===== config.mk =====
export PLATFORM = sky130hd
export DESIGN_NAME = mmel_lane_merge
export DESIGN_NICKNAME = d
export VERILOG_FILES = /design/src/mmel_pkg.sv /design/src/mmel_lane_merge.sv
export SDC_FILE = /design/constraint.sdc
export NUM_CORES = 1
export LEC_CHECK = 0
export BUFFER_PORTS_ARGS = -buffer_cell sky130_fd_sc_hd__buf_2
export CORE_UTILIZATION = 44
export CTS_CLUSTER_SIZE = 16
export DETAILED_ROUTE_END_ITERATION = 10
export PLACE_DENSITY = 0.78
export SKIP_CTS_REPAIR_TIMING = 1
export SLEW_MARGIN = 10
export SYNTH_ARGS = -nofsm -noshare
export SYNTH_HDL_FRONTEND = slang
export SYNTH_SLANG_ARGS = --single-unit

===== constraint.sdc =====
create_clock -name clk -period 5.6 [get_ports clk]
set_clock_uncertainty 0.2 [all_clocks]
set_input_delay 1.12 -clock clk [delete_from_list [all_inputs] [get_ports clk]]
set_output_delay 1.12 -clock clk [all_outputs]
set_load 0.01 [all_outputs]

===== src/mmel_pkg.sv =====
`default_nettype none

package mmel_pkg;

	// shape of one triangle: an edge lane for each edge, and x, y, z axes for each vertex
	localparam int NUM_LANES = 3;
	localparam int NUM_AXES  = 3;

	// squared lengths never go past this many bits, larger sums saturate
	localparam int SQ_CAP = 64;

	// result field
	localparam int                   OUT_WIDTH = 25;
	localparam logic [OUT_WIDTH-1:0] OUT_MAX   = {OUT_WIDTH{1'b1}};

	// status of the root unit as seen by the control logic
	typedef struct packed {
		logic busy;
		logic done;
	} mmel_sqrt_stat_t;

endpackage

`default_nettype wire


===== src/mmel_lane_merge.sv =====
`default_nettype none

module mmel_lane_merge
	import mmel_pkg::*;
#(
	parameter int MW = 50
) (
	input  wire logic          clk,
	input  wire logic [MW-1:0] lane_len [NUM_LANES],
	output logic [MW-1:0]      min_len
);

	logic [MW-1:0] min_d;
	logic [MW-1:0] min_s5;

	always_comb begin
		min_d = lane_len[0];
		for (int i = 1; i < NUM_LANES; i++) begin
			if (lane_len[i] < min_d) begin
				min_d = lane_len[i];
			end
		end
	end

	always_ff @(posedge clk) begin
		min_s5 <= min_d;
	end

	assign min_len = min_s5;

endmodule

`default_nettype wire


==> metrics.cfg <==
[run_status]
status = complete, but fails checks
violations = negative setup slack

[timing]
setup_violations = 48
whs_ns = 0.860
drv_slew = 0
fin_crit_sh_pct = 101
max_freq_mhz = 176
finalWorstSetupSlack_ns = -0.0666
finalCriticalPeriod_ns = 5.67
worstMarginPinSlew_ns = 0.433
rsz0062_at_grt = true
finalHoldViolCount = 0
setup_tns_ns = -1.60
slew_headroom_pct = 70.9

[drt]
vias_per_cell = 5.24
antenna_left = 0
drcViolationCount = 0
vias = 4815
wire_per_inst_um = 16.7
wirelength_mm = 15.3
drt_iter0_markers = 157
drt-pass1-iter-count = 6

[clocking]
cts_buffers = 5
clock_path_buffers = 2
htreeDepth = 2
cts_root_buffer = clkbuf_8
tritoncts = done
cts.sinks = 50
cts.clk_slew.worst_paths_ns = 0.10

[critical_path]
start_kind = primary input
critPathSlowestCell = nor4_2
crit_type = primary input to register
critical_path.top_delay_family = compound AO/OA/AOI/OAI gates
setup.worst_path.start = lane_len[137]
critPathRequiredTime_ns = 5.63
cp.arrival_ns = 5.70
crit_chain = buf_2, inv_1, ha_4, nand4_1, nor4_2, buf_4, and3_4, o21a_1, a31oi_4, nand2_4, buf_12, mux2i_4, ha_4, a2111oi_4, o21ai_1, a31oi_1, nor2b_1, o31ai_1, buf_4, o2111ai_4, a31oi_4, buf_6, clkbuf_16, mux2i_1
cpPeakStageDelay_ns = 0.36
end_kind = register
crit_path_max_fanout = 9
critPathBufInv = 7

[power_and_ir_drop]
powerDensity_nw_per_um2 = 211
finalPower_mw = 1.46
leakage_nw = 3.92
ir_worst_vdd_mv = 0.140

[final_layout]
nets = 1033
final_layout_size_suffix_gt1_share_pct = 42.8
fillCellCount = 736
layout_common_cells = buf_2, inv_1, mux2i_1
largest_register_ffs = 50
area_growth_pct = 52.1
seq_area_sq_um = 1000
mostFrequentLayoutCell = buf_2
multi_input_area_sq_um = 3550

[synthesis]
syn_area_sq_um = 4560
synthCells = 512
synth-seq-cells = 50
ys.warnings.count = 0
synth_seq_area_share_pct = 22.0
synth.avg_cell_area_sq_um = 8.90
netlist.area_leader.share_pct = 26.9
synth_area_leader_cell = ha_1
synth_nets = 761
synth.area.top_cells = ha_1, dfxtp_1, mux2i_1
synth-edff-count = 0
async_flop_share_pct = 0
ys_types = 37
synth_top_flop_cell = dfxtp_1

[floorplan]
ios = 201
die-area_sq_um = 10800
start_util_pct = 46.0
die_x_um = 104
core_area_sq_um = 9910
num_rows = 36
die_h_um = 104

[global_route]
antenna_found_initial = 1
grt_pass1_vias = 4681
grt.total_usage_pct = 24.7
grt_first_pass_wirelength_mm = 21.6
grt_start_max_net_pins = 26
overflow = 0

[min_path]
min_path_type = primary input to register
hold_start = lane_len[44]

[place]
routabilityCongestion = 0.869
dp_hpwl_mm = 11.5
port_buffers = 200

[flow_run]
cap_violations = 0

-- worst paths after layout --
path | endpoint | slack (ns) | cells past startpoint
worst min-delay path | min_len[44] | 0.86 | 3
worst max-delay path | min_len[9] | -0.07 | 24
-- cells in the mapped netlist (2+ instances only) --
| master | number |
|---|---|
| a2111oi_0 | 3 |
| a211o_1 | 2 |
| a211oi_1 | 3 |
| a21o_1 | 13 |
| a21oi_1 | 28 |
| a221oi_1 | 2 |
| a31oi_1 | 2 |
| and3_1 | 2 |
| buf_2 | 3 |
| buf_4 | 6 |
| dfxtp_1 | 50 |
| ha_1 | 98 |
| inv_1 | 99 |
| mux2i_1 | 98 |
| nand2_1 | 18 |
| nand2b_1 | 3 |
| nand3_1 | 10 |
| nand4_1 | 18 |
| nor2_1 | 15 |
| nor3_1 | 7 |
| o21a_1 | 3 |
| o21ai_0 | 11 |
| o21ai_1 | 3 |
| o41ai_1 | 2 |
-- per-stage QoR --
step                      instances  cell area, sq um  util (%)  setup slack, ns
final                           919              6930      69.9          -0.0666
after global routing            919              6930      69.9           -0.241
after CTS                       898              6220      62.8           -0.127
after detailed placement        890              6120      61.7           -0.443
after global placement          890              6120      61.7           -0.315
after floorplan                 512              4560         -            0.108
-- where the power goes --
group	switching, mW	internal [mW]
registers	0.0170	0.419
logic	0.374	0.390
clock network	0.126	0.134
total	0.517	0.943
-- area by class of cell --
class | count | area share, %
Multi-Input combinational cell | 353 | 51.2
Timing Repair Buffer | 275 | 25.1
Sequential cell | 50 | 14.4
Inverter | 99 | 5.36
Tap cell | 133 | 2.40
Clock buffer | 7 | 1.10
Clock inverter | 1 | 0.433
Antenna cell | 1 | 0.0361
-- layer usage --
layer / vias to the layer above / GRT usage (%) / share of wire [%] / wire, um
met4: 0 / 8.16 / 3.0 / 466
met3: 37 / 4.22 / 5.2 / 790
li1: 2351 / - / - / -
met2: 204 / 46.3 / 52 / 7900
met5: - / 0 / 0 / 0
met1: 2223 / 28.0 / 40 / 6150
-- cells by family (layout without fill, tap and decap cells) --
family	Yosys count	after routing	synth area share, %
AOI/OAI and AO/OA	80	80	11.4
other	0	1	0
DFF	50	50	22.0
adders and majority gates	98	98	26.9
buffers and inverters	109	382	9.72
muxes	99	99	21.8
and+or+nand+nor	76	76	8.18
Power figures use the tool's default switching activity.
