<file path="src/mmel_pkg.sv">
`default_nettype none

package mmel_pkg;

	// shape of one triangle: an edge lane for each edge, and x, y, z axes for each vertex
	localparam int NUM_LANES = 3;
	localparam int NUM_AXES  = 3;

	// squared lengths never go past this many bits, larger sums saturate
	localparam int SQ_CAP = 64;

	// result field
	localparam int                   OUT_WIDTH = 25;
	localparam logic [OUT_WIDTH-1:0] OUT_MAX   = {OUT_WIDTH{1'b1}};

	// status of the root unit as seen by the control logic
	typedef struct packed {
		logic busy;
		logic done;
	} mmel_sqrt_stat_t;

endpackage

`default_nettype wire

</file>
<file path="src/mmel_edge_lane.sv">
`default_nettype none

module mmel_edge_lane
	import mmel_pkg::*;
#(
	parameter int CW = 24
) (
	input  wire logic                 clk,
	input  wire logic signed [CW-1:0] p [NUM_AXES],
	input  wire logic signed [CW-1:0] q [NUM_AXES],
	output logic [((2*CW+2) > SQ_CAP ? SQ_CAP : (2*CW+2))-1:0] sq_len
);

	localparam int SQW = 2 * CW;
	localparam int SW  = 2 * CW + 2;
	localparam int MW  = (SW > SQ_CAP) ? SQ_CAP : SW;

	logic [CW-1:0]  mag_d  [NUM_AXES];
	logic [CW-1:0]  mag_s1 [NUM_AXES];
	logic [SQW-1:0] sq_s2  [NUM_AXES];
	logic [SQW:0]   part_s3;
	logic [SQW-1:0] sq2_s3;
	logic [SW-1:0]  sum;
	logic [MW-1:0]  len_s4;

	// absolute difference per axis, both directions in parallel
	always_comb begin
		logic signed [CW:0] pq;
		logic signed [CW:0] qp;
		for (int i = 0; i < NUM_AXES; i++) begin
			pq = {p[i][CW-1], p[i]} - {q[i][CW-1], q[i]};
			qp = {q[i][CW-1], q[i]} - {p[i][CW-1], p[i]};
			mag_d[i] = pq[CW] ? qp[CW-1:0] : pq[CW-1:0];
		end
	end

	always_ff @(posedge clk) begin
		for (int i = 0; i < NUM_AXES; i++) begin
			mag_s1[i] <= mag_d[i];
			sq_s2[i]  <= mag_s1[i] * mag_s1[i];
		end
		part_s3 <= {1'b0, sq_s2[0]} + {1'b0, sq_s2[1]};
		sq2_s3  <= sq_s2[2];
	end

	assign sum = {1'b0, part_s3} + {2'b00, sq2_s3};

	// clamp sums that do not fit the squared-length register
	generate
		if (SW > MW) begin : g_sat
			always_ff @(posedge clk) begin
				len_s4 <= (|sum[SW-1:MW]) ? {MW{1'b1}} : sum[MW-1:0];
			end
		end else begin : g_nosat
			always_ff @(posedge clk) begin
				len_s4 <= sum[MW-1:0];
			end
		end
	endgenerate

	assign sq_len = len_s4;

endmodule

`default_nettype wire

</file>
<file path="config.mk">
export PLATFORM = sky130hd
export DESIGN_NAME = mmel_edge_lane
export DESIGN_NICKNAME = d
export VERILOG_FILES = /design/src/mmel_pkg.sv /design/src/mmel_edge_lane.sv
export SDC_FILE = /design/constraint.sdc
export NUM_CORES = 2
export LEC_CHECK = 0
export BUFFER_PORTS_ARGS = -buffer_cell sky130_fd_sc_hd__buf_2
export CAP_MARGIN = 40
export CORE_ASPECT_RATIO = 0.9
export CORE_MARGIN = 2
export CORE_UTILIZATION = 40
export DETAILED_ROUTE_END_ITERATION = 7
export GPL_ROUTABILITY_DRIVEN = 0
export SETUP_SLACK_MARGIN = 0.5
export SYNTH_ARGS = -nofsm -noshare
export SYNTH_HDL_FRONTEND = slang
export SYNTH_SLANG_ARGS = --single-unit
export TNS_END_PERCENT = 30
</file>
<file path="constraint.sdc">
create_clock -name clk -period 12.5 [get_ports clk]
set_input_delay 1.25 -clock clk [delete_from_list [all_inputs] [get_ports clk]]
set_output_delay 1.25 -clock clk [all_outputs]
set_load 0.02 [all_outputs]
</file>
==> impl_metrics.toml <==
[sta]
setup_tns_ps = 0
maxSlewViolCount = 0
maxSlewHeadroom_pct = 39.6
finalCritPeriodShare_pct = 63.1
worst_slew_pin_slew_ps = 905
fin_hold_ws_ps = 305
max_freq_mhz = 127
skew_ps = 42.8
hold_viol_final = 0
fin_crit_ps = 7890
finalWorstSetupSlack_ps = 4610
setup_viol = 0
rsz0062_at_grt = "no"

[route]
drt-total-wl_microns = 168000
drt_iter0_drc = 3019
drt_pass1_iterations = 8
post_drt_wl_per_cell_microns = 17.0
highest_layer = "met4"
wl_met3_microns = 9130
antenna_left = 0
routed-wl-met2_microns = 78100
wl_met1_microns = 76400
num_vias = 48800
drcViolationCount = 0
via_per_inst = 4.95

[critical_path]
worstPathArrival_ps = 8450
reg2reg_to = "sq_s2[0][44]$_DFF_P_"
ff2ff_setup_slack_ps = 4610
cp.required_ps = 13070
start_kind = "register"
path_max_fanout = 20
ff2ff_path_depth = 25
cp-end-kind = "register"
path_class = "reg -> reg"
crit_path_start = "mag_s1[0][18]$_DFF_P_"
r2r-start = "mag_s1[0][18]$_DFF_P_"

[synth]
synth_area_sq_mm = 0.0679
netlist_instances = 7504
synth_edf_count = 0
synthTopCellsByArea = "fa_1, ha_1, inv_1"
ys_ff_latch = 359
synthAdderAreaFrac_pct = 51.7
synth_top_family_by_area = "adder cells"
yosys.area.top_type = "fa_1"
synth_compound_area_share_pct = 10.1
yosysUniqueCellTypes = 85
yosysTopAreaCellShare_pct = 37.5
synth_xor_area_share_pct = 4.04
async_flop_share_pct = 0
synthFlopType = "dfxtp_1"
synthSimpleGateAreaFrac_pct = 10.9
yosysMostFrequentCell = "inv_1"
synth_fp_nets = 9689
yosysWarnings = 0
postSynthAreaPerCell_sq_um = 9.05
seq_area_frac_synth_pct = 10.6
synth.area.mux_share_pct = 0.605
synth.top_cells.by_count = "inv_1, fa_1, ha_1, nand2_1, dfxtp_1"

[cells_and_area]
fill_cells = 16400
drive_gt1_share_pct = 5.41
areaGrowthSynthToFinish_pct = 7.50
final_nets = 9761

[job]
drv_cap = 0

[floorplanning]
die-area_sq_mm = 0.173
die_y_microns = 395
io_pins = 195
rows = 143
dieWidth_microns = 438
coreArea_sq_mm = 0.169
start_util_pct = 40.2

[placed_design]
io_buffer_count = 194
place_ws_ps = 4690
dpl.hpwl_microns = 140000

[cts]
clk_latency_ps = 660
htree_num_levels = 2
clk_pin_slew_ps = 60
hold_buffers = 0
cts_made_buffers = 45
clock_sinks = 359
tritoncts = "built"
post-cts-setup-buffer-count = 0
ctsResizeCount = 0
clockBufferDepth = 3
cts_root_buf = "clkbuf_16"

[grt]
grt_pass1_wl_microns = 276000
antenna_found_initial = 2
grt_pass1_vias = 52100
gr-total-overflow = 0
grt_max_degree = 34
grtUsageTotal_pct = 19.8

[worst_hold_path]
holdPathEnd = "sq2_s3[16]$_DFF_P_"
hold_path_depth = 0
hp-class = "reg -> reg"
worstHoldStart = "sq_s2[2][16]$_DFF_P_"

[status]
outcome = "complete, no violations"
-- stage by stage --
step	utilization, %	cell area, sq um	cells
4_1_cts	43.2	73000	9859
6_report	43.2	73000	9861
3_5_place_dp	42.4	71500	9776
2_1_floorplan	-	67900	7504
5_1_grt	43.2	73000	9859
3_3_place_gp	42.2	71200	9761
-- worst max-delay path, cell delays in order, from the launching register on --
cell and delay [ps]:
dfxtp_1 910, and2_1 260, inv_1 60, fa_1 470, inv_1 50, fa_1 540
inv_1 60, fa_1 500, fa_1 520, inv_1 60, fa_1 490, fa_1 500
inv_1 50, fa_1 540, inv_1 60, ha_1 380, a21o_1 200, a21o_1 200
a2111oi_2 350, nor3_1 170, a31oi_1 210, o21ai_1 140, a311oi_1 580, o21ai_1 190
a21oi_1 200, xnor2_1 130
-- sequential cells by signal, summed over array words and instances, names as in the netlist --
name / cells
sq_len: 50
part_s3: 49
sq2_s3: 47
mag_s1: 72
sq_s2: 141
-- cells by family (layout without fill, tap and decap cells) --
logic type	count (synthesis)	after routing
compound gates	1048	1048
xor+xnor	313	313
fa+ha+maj	2040	2040
buf+inv	2174	2282
flops	359	359
mux	40	40
other cells	0	2
simple gates	1530	1530
-- layout make-up --
| type | instances | area, sq um | share of cell area, % |
|---|---|---|---|
| well taps | 2247 | 2810 | 3.85 |
| flip-flops and latches | 359 | 7190 | 9.85 |
| clock inverters | 28 | 320 | 0.439 |
| repair buffers | 269 | 1720 | 2.36 |
| multi-input cells | 4971 | 52500 | 71.9 |
| inverters | 1930 | 7240 | 9.93 |
| diodes | 2 | 5.00 | 0.00686 |
| clock buffers | 55 | 1180 | 1.62 |
-- routing by layer --
layer | vias up | track usage, %
met5 | - | 0
met2 | 1237 | 32.6
met4 | 0 | 4.90
met3 | 175 | 2.33
met1 | 24300 | 27.7
li1 | 23100 | -
-- layout by cell type, fill, tap and decap left out, types with 158 or more instances in the layout --
cell type,synthesis,routed
nand2_1,626,626
nor2_1,221,221
fa_1,1273,1273
buf_2,19,194
o21ai_0,158,158
inv_1,1929,1929
xnor2_1,186,186
ha_1,767,767
a21o_1,221,221
and2_1,354,354
dfxtp_1,359,359
a21oi_1,332,332
-- worst max-delay path by stage --
stage          slack, ps  depth (start not counted)                   end
4_1_cts             4660                         25  sq_s2[0][44]$_DFF_P_
3_5_place_dp        4690                         25  sq_s2[0][44]$_DFF_P_
5_1_grt             4240                         25  sq_s2[1][47]$_DFF_P_
6_report            4610                         25  sq_s2[0][44]$_DFF_P_
2_1_floorplan       5580                         26  sq_s2[1][46]$_DFF_P_
3_3_place_gp        4520                         26  sq_s2[1][47]$_DFF_P_
Power is not shown: default switching activity piles up to over one toggle a cycle in this logic, so the estimate is an artifact.
