File: config.mk
export PLATFORM = sky130hd
export DESIGN_NAME = mmel_sqrt
export DESIGN_NICKNAME = d
export VERILOG_FILES = /design/src/mmel_pkg.sv /design/src/mmel_sqrt.sv
export SDC_FILE = /design/constraint.sdc
export NUM_CORES = 1
export LEC_CHECK = 0
export BUFFER_PORTS_ARGS = -buffer_cell sky130_fd_sc_hd__buf_2
export CORE_ASPECT_RATIO = 1.1
export CORE_MARGIN = 2
export CORE_UTILIZATION = 30
export CTS_CLUSTER_SIZE = 12
export DETAILED_ROUTE_END_ITERATION = 8
export GPL_TIMING_DRIVEN = 0
export PLACE_DENSITY_LB_ADDON = 0.12
export SLEW_MARGIN = 30
export SYNTH_ARGS = -nofsm -noshare
export SYNTH_HDL_FRONTEND = slang
export SYNTH_SLANG_ARGS = --single-unit
File: constraint.sdc
create_clock -name clk -period 4.5 [get_ports clk]
set_input_delay 0.675 -clock clk [delete_from_list [all_inputs] [get_ports clk]]
set_output_delay 0.675 -clock clk [all_outputs]
set_load 0.02 [all_outputs]
File: src/mmel_pkg.sv
`default_nettype none

package mmel_pkg;

	// shape of one triangle: an edge lane for each edge, and x, y, z axes for each vertex
	localparam int NUM_LANES = 3;
	localparam int NUM_AXES  = 3;

	// squared lengths never go past this many bits, larger sums saturate
	localparam int SQ_CAP = 64;

	// result field
	localparam int                   OUT_WIDTH = 25;
	localparam logic [OUT_WIDTH-1:0] OUT_MAX   = {OUT_WIDTH{1'b1}};

	// status of the root unit as seen by the control logic
	typedef struct packed {
		logic busy;
		logic done;
	} mmel_sqrt_stat_t;

endpackage

`default_nettype wire

File: src/mmel_sqrt.sv
`default_nettype none

module mmel_sqrt
	import mmel_pkg::*;
#(
	parameter int MW = 50
) (
	input  wire logic                 clk,
	input  wire logic                 arst_n,
	input  wire logic                 start,
	input  wire logic [MW-1:0]        radicand,
	output mmel_sqrt_stat_t           stat,
	output logic [OUT_WIDTH-1:0]      root
);

	localparam int RW = MW / 2;
	localparam int CNTW = $clog2(RW);
	localparam int EW = (RW > OUT_WIDTH) ? RW : OUT_WIDTH;

	logic            busy_q;
	logic [CNTW-1:0] cnt_q;
	logic [MW-1:0]   rad_q;
	logic [RW+1:0]   rem_q;
	logic [RW-1:0]   root_q;
	logic [RW+1:0]   rem_sh;
	logic [RW+1:0]   trial;
	logic            ge;
	logic            last_step;
	logic [EW-1:0]   root_ext;

	// restoring digit recurrence, one result bit per cycle
	assign rem_sh    = {rem_q[RW-1:0], rad_q[MW-1 -: 2]};
	assign trial     = {root_q, 2'b01};
	assign ge        = (rem_sh >= trial);
	assign last_step = busy_q && (cnt_q == CNTW'(RW - 1));

	always_ff @(posedge clk or negedge arst_n) begin
		if (!arst_n) begin
			busy_q <= 1'b0;
			cnt_q  <= '0;
		end else if (start) begin
			busy_q <= 1'b1;
			cnt_q  <= '0;
		end else if (busy_q) begin
			busy_q <= !last_step;
			cnt_q  <= cnt_q + 1'b1;
		end
	end

	always_ff @(posedge clk) begin
		if (start) begin
			rad_q  <= radicand;
			rem_q  <= '0;
			root_q <= '0;
		end else if (busy_q) begin
			rad_q  <= {rad_q[MW-3:0], 2'b00};
			rem_q  <= ge ? (rem_sh - trial) : rem_sh;
			root_q <= {root_q[RW-2:0], ge};
		end
	end

	// the root is valid while the last step is taken, its final bit formed combinationally
	always_comb begin
		root_ext = EW'({root_q[RW-2:0], ge});
		if (root_ext > EW'(OUT_MAX)) begin
			root = OUT_MAX;
		end else begin
			root = root_ext[OUT_WIDTH-1:0];
		end
	end

	assign stat.busy = busy_q;
	assign stat.done = last_step;

endmodule

`default_nettype wire

==> results.md <==
| Metric | Value |
|:---|:---|
| Total clock sinks | 106 |
| Slew at the pin closest to its max-slew limit | 0.930 ns |
| Worst rel slew slack | 38.0% |
| Unrepaired setup endpoints after global routing | false |
| Cell internal power dissipation | 2.37 mW |
| Global-route wire length before repair | 23.9 mm |
| Share of Yosys cell area claimed by the top area cell type | 25.6% |
| Number of cells produced by synthesis | 576 |
| Reported max-cap violation count | 0 |
| Stage delay of the slowest cell on the critical path | 0.37 ns |
| #FFs+latches synth | 106 |
| Library cell occupying the most area in the post-synthesis netlist | sky130_fd_sc_hd__edfxtp_1 |
| Wire per inst | 15.7 um |
| Routed Wire Length | 14.4 mm |
| Nets | 748 |
| CTS tree | built |
| Kind of end point of the critical path | output port |
| DR pass1 iterations | 4 |
| Critical path's top delay family | compound AO/OA/AOI/OAI gates |
| EDFF count, synth | 50 |
| Netlist Area Pre-Place | 5870 sq um |
| CTS HTree Levels | 3 |
| Warnings from Yosys | 0 |
| Clock transition time at the flip-flop clock pins of the worst setup and hold paths | 0.08 ns |
| Number of I/O port buffers | 79 |
| Top FF cell, synth | sky130_fd_sc_hd__edfxtp_1 |
| Number of hold-repair buffers added at the cts stage | 0 |
| Post-synthesis async set-or-reset flop share | 5.66% |
| Worst min-delay path category | input pin to async pin |
| Number of gates resized after CTS | 0 |
| Drt initial violations | 143 |
| Total CTS buffers | 9 |
| Most used standard cell by instance count after synthesis | sky130_fd_sc_hd__nor2_1 |
| Most area-consuming cells after synthesis | sky130_fd_sc_hd__edfxtp_1, sky130_fd_sc_hd__dfxtp_1, sky130_fd_sc_hd__mux2_2 |
| Count of final setup violators | 0 |
| Die boundary height | 151 um |
| Standard-cell row count | 53 |
| Power per Cell Area | 569 nW/um^2 |
| Slew Viols, Final | 0 |
| Worst Clk Skew | 0.00852 ns |
| Die area | 20700 sq um |
| Fraction of power spent switching nets | 39.4% |
| Final worst path period share | 81.9% |
| Buffers and inverters on the worst path | 4 |
| Clock tree buffer depth | 2 |
| Hold slack final | 0.126 ns |
| Final-report hold violation count | 0 |
| Postcts setup bufs | 0 |
| Power share of the clock group | 19.7% |
| Worst setup SP type | register |
| CP arrival | 3.01 ns |
| Total congestion overflow after global routing | 0 |
| GPL Wtd Cong | 0.874 |
| Sequential share of power | 31.9% |
| Synth Area per Inst | 10.2 sq um |
| Critical path class | register to output port |
| Syn nets | 658 |
| Final critical path time including I/O delays and setup | 3.68 ns |
| Area Overhead vs Synth | 16.8% |
| Unique masters post-synth | 56 |
| Maximum vdd ir drop | 237 uV |
| Top Ports | 80 |
| Clock root cell | sky130_fd_sc_hd__clkbuf_16 |
| Leakage power figure | 3.00 nW |
| Die outline width | 137 um |
| Number of global-route vias before repair | 4540 |
| Slowest cell on the critical path | sky130_fd_sc_hd__dfxtp_1 |
| Largest net degree at the start of global routing | 51 |
| Cell types with the highest counts after synthesis | sky130_fd_sc_hd__nor2_1, sky130_fd_sc_hd__dfxtp_1, sky130_fd_sc_hd__edfxtp_1, sky130_fd_sc_hd__mux2_2, sky130_fd_sc_hd__clkbuf_1 |
| Number of design rule violations left after detail routing | 0 |
| Max frequency | 271 MHz |
| Worst-skew pair later-pin latency | 0.35 ns |
| Via count | 4434 |
| Largest fanout on the critical path | 10 |
| Diode count | 0 |
| Critical path cell sequence | inv_1 -> ha_1 -> a21o_1 -> a21o_1 -> a41o_1 -> a21oi_1 -> o221ai_1 -> a31oi_2 -> inv_1 -> buf_4 -> buf_2 |
| Relative contribution of combinational cells to total power | 48.4% |
| Worst endpoint required time | 3.83 ns |
| Core region area | 19200 sq um |
| Register area share after synthesis | 45.2% |
| Count of nets left with antenna violations after detail routing | 0 |
| Total negative slack for setup checks | 0 ns |
| HPWL reported at the end of detailed placement | 10.7 mm |
| Switching power summed over all nets | 1.54 mW |
| Number of antenna violations at the first check in global routing | 1 |
| Via count normalized by instance count | 4.83 |
| Layout cell share with drive strength beyond 1 | 23.1% |
| Result of the run | finished clean |
| GRT Util Overall | 15.0% |
| Starting density of the core | 30.6% |
[power groups by stage]
stage          combinational, mW  sequential [mW]  clock, mW
6_report                    1.89             1.25      0.768
5_1_grt                     2.10             1.27      0.831
4_1_cts                     1.90             1.25      0.806
3_5_place_dp                1.88             1.27          0
3_3_place_gp                1.86             1.27          0
2_1_floorplan               1.47             1.23          0
[logic make-up (layout without fill, tap and decap cells)]
group	count (synthesis)	count (layout)	share of synthesized area [%]
XOR/XNOR	22	22	3.28
AO/OA/AOI/OAI	104	104	12.6
flip-flops	106	106	45.2
buffers and inverters	91	186	6.09
multiplexers	88	88	16.0
adder cells (fa/ha/maj)	29	29	6.18
AND/OR/NAND/NOR	136	136	10.7
[sequential cells by signal, summed over array words and instances (netlist names)]
| name | flops |
|---|---|
| cnt_q | 5 |
| rem_q | 25 |
| root_q | 25 |
| busy_q | 1 |
| rad_q | 50 |
[cells in the final DEF, fill, tap and decap left out, types with 6 or more instances in the layout]
master and instances:
sky130_fd_sc_hd__nand2_1 25, sky130_fd_sc_hd__xnor2_1 11, sky130_fd_sc_hd__edfxtp_1 50, sky130_fd_sc_hd__nor2_1 62
sky130_fd_sc_hd__a21o_1 9, sky130_fd_sc_hd__nand4_1 7, sky130_fd_sc_hd__nand3_1 8, sky130_fd_sc_hd__dfxtp_1 50
sky130_fd_sc_hd__dfrtp_1 6, sky130_fd_sc_hd__inv_1 39, sky130_fd_sc_hd__mux2i_1 39, sky130_fd_sc_hd__and3_1 6
sky130_fd_sc_hd__a21oi_1 21, sky130_fd_sc_hd__a211oi_1 18, sky130_fd_sc_hd__xor2_1 11, sky130_fd_sc_hd__o21ai_0 12
sky130_fd_sc_hd__and2_1 6, sky130_fd_sc_hd__ha_1 29, sky130_fd_sc_hd__mux2_2 49, sky130_fd_sc_hd__buf_2 80
sky130_fd_sc_hd__clkbuf_16 9, sky130_fd_sc_hd__clkbuf_1 42
[layer usage]
metal	up-vias	GRT usage [%]	share of wire [%]
met3	18	4.88	6.4
li1	2223	-	-
met1	2092	18.5	44
met5	-	0	0.090
met2	99	24.5	47
met4	2	5.26	2.1
[cell type report]
type | instances | area (sq um)
inverter | 40 | 153
clock inverter | 6 | 48.8
clock buffer | 10 | 229
multi-input combinational | 379 | 2860
tap | 247 | 309
buffer | 51 | 208
sequential | 106 | 2650
timing repair buffer | 79 | 395
fill | 2016 | 12300
[final timing paths]
path / cells past startpoint / slack [ns] / end / start
max: 11 / 0.82 / root[0] / root_q[18]
min reg2reg: 2 / 0.50 / rem_q[7] / rem_q[7]
min: 1 / 0.13 / cnt_q[0] / arst_n
min in group clk: 2 / 0.50 / rem_q[7] / rem_q[7]
max in group asynchronous: 1 / 4.24 / busy_q / arst_n
max reg2reg: 12 / 1.51 / rem_q[17] / root_q[0]
[stage by stage]
stage          std cells  setup slack [ns]  power [mW]  instance area, sq um  utilization, %
2_1_floorplan        576              1.74        2.70                  5870               -
3_5_place_dp         902              1.19        3.15                  6580            34.3
4_1_cts              918             0.772        3.95                  6860            35.8
5_1_grt              918             0.571        4.20                  6860            35.8
6_report             918             0.816        3.90                  6860            35.8
3_3_place_gp         902              1.20        3.14                  6580            34.3
Power figures use the tool's default switching activity.
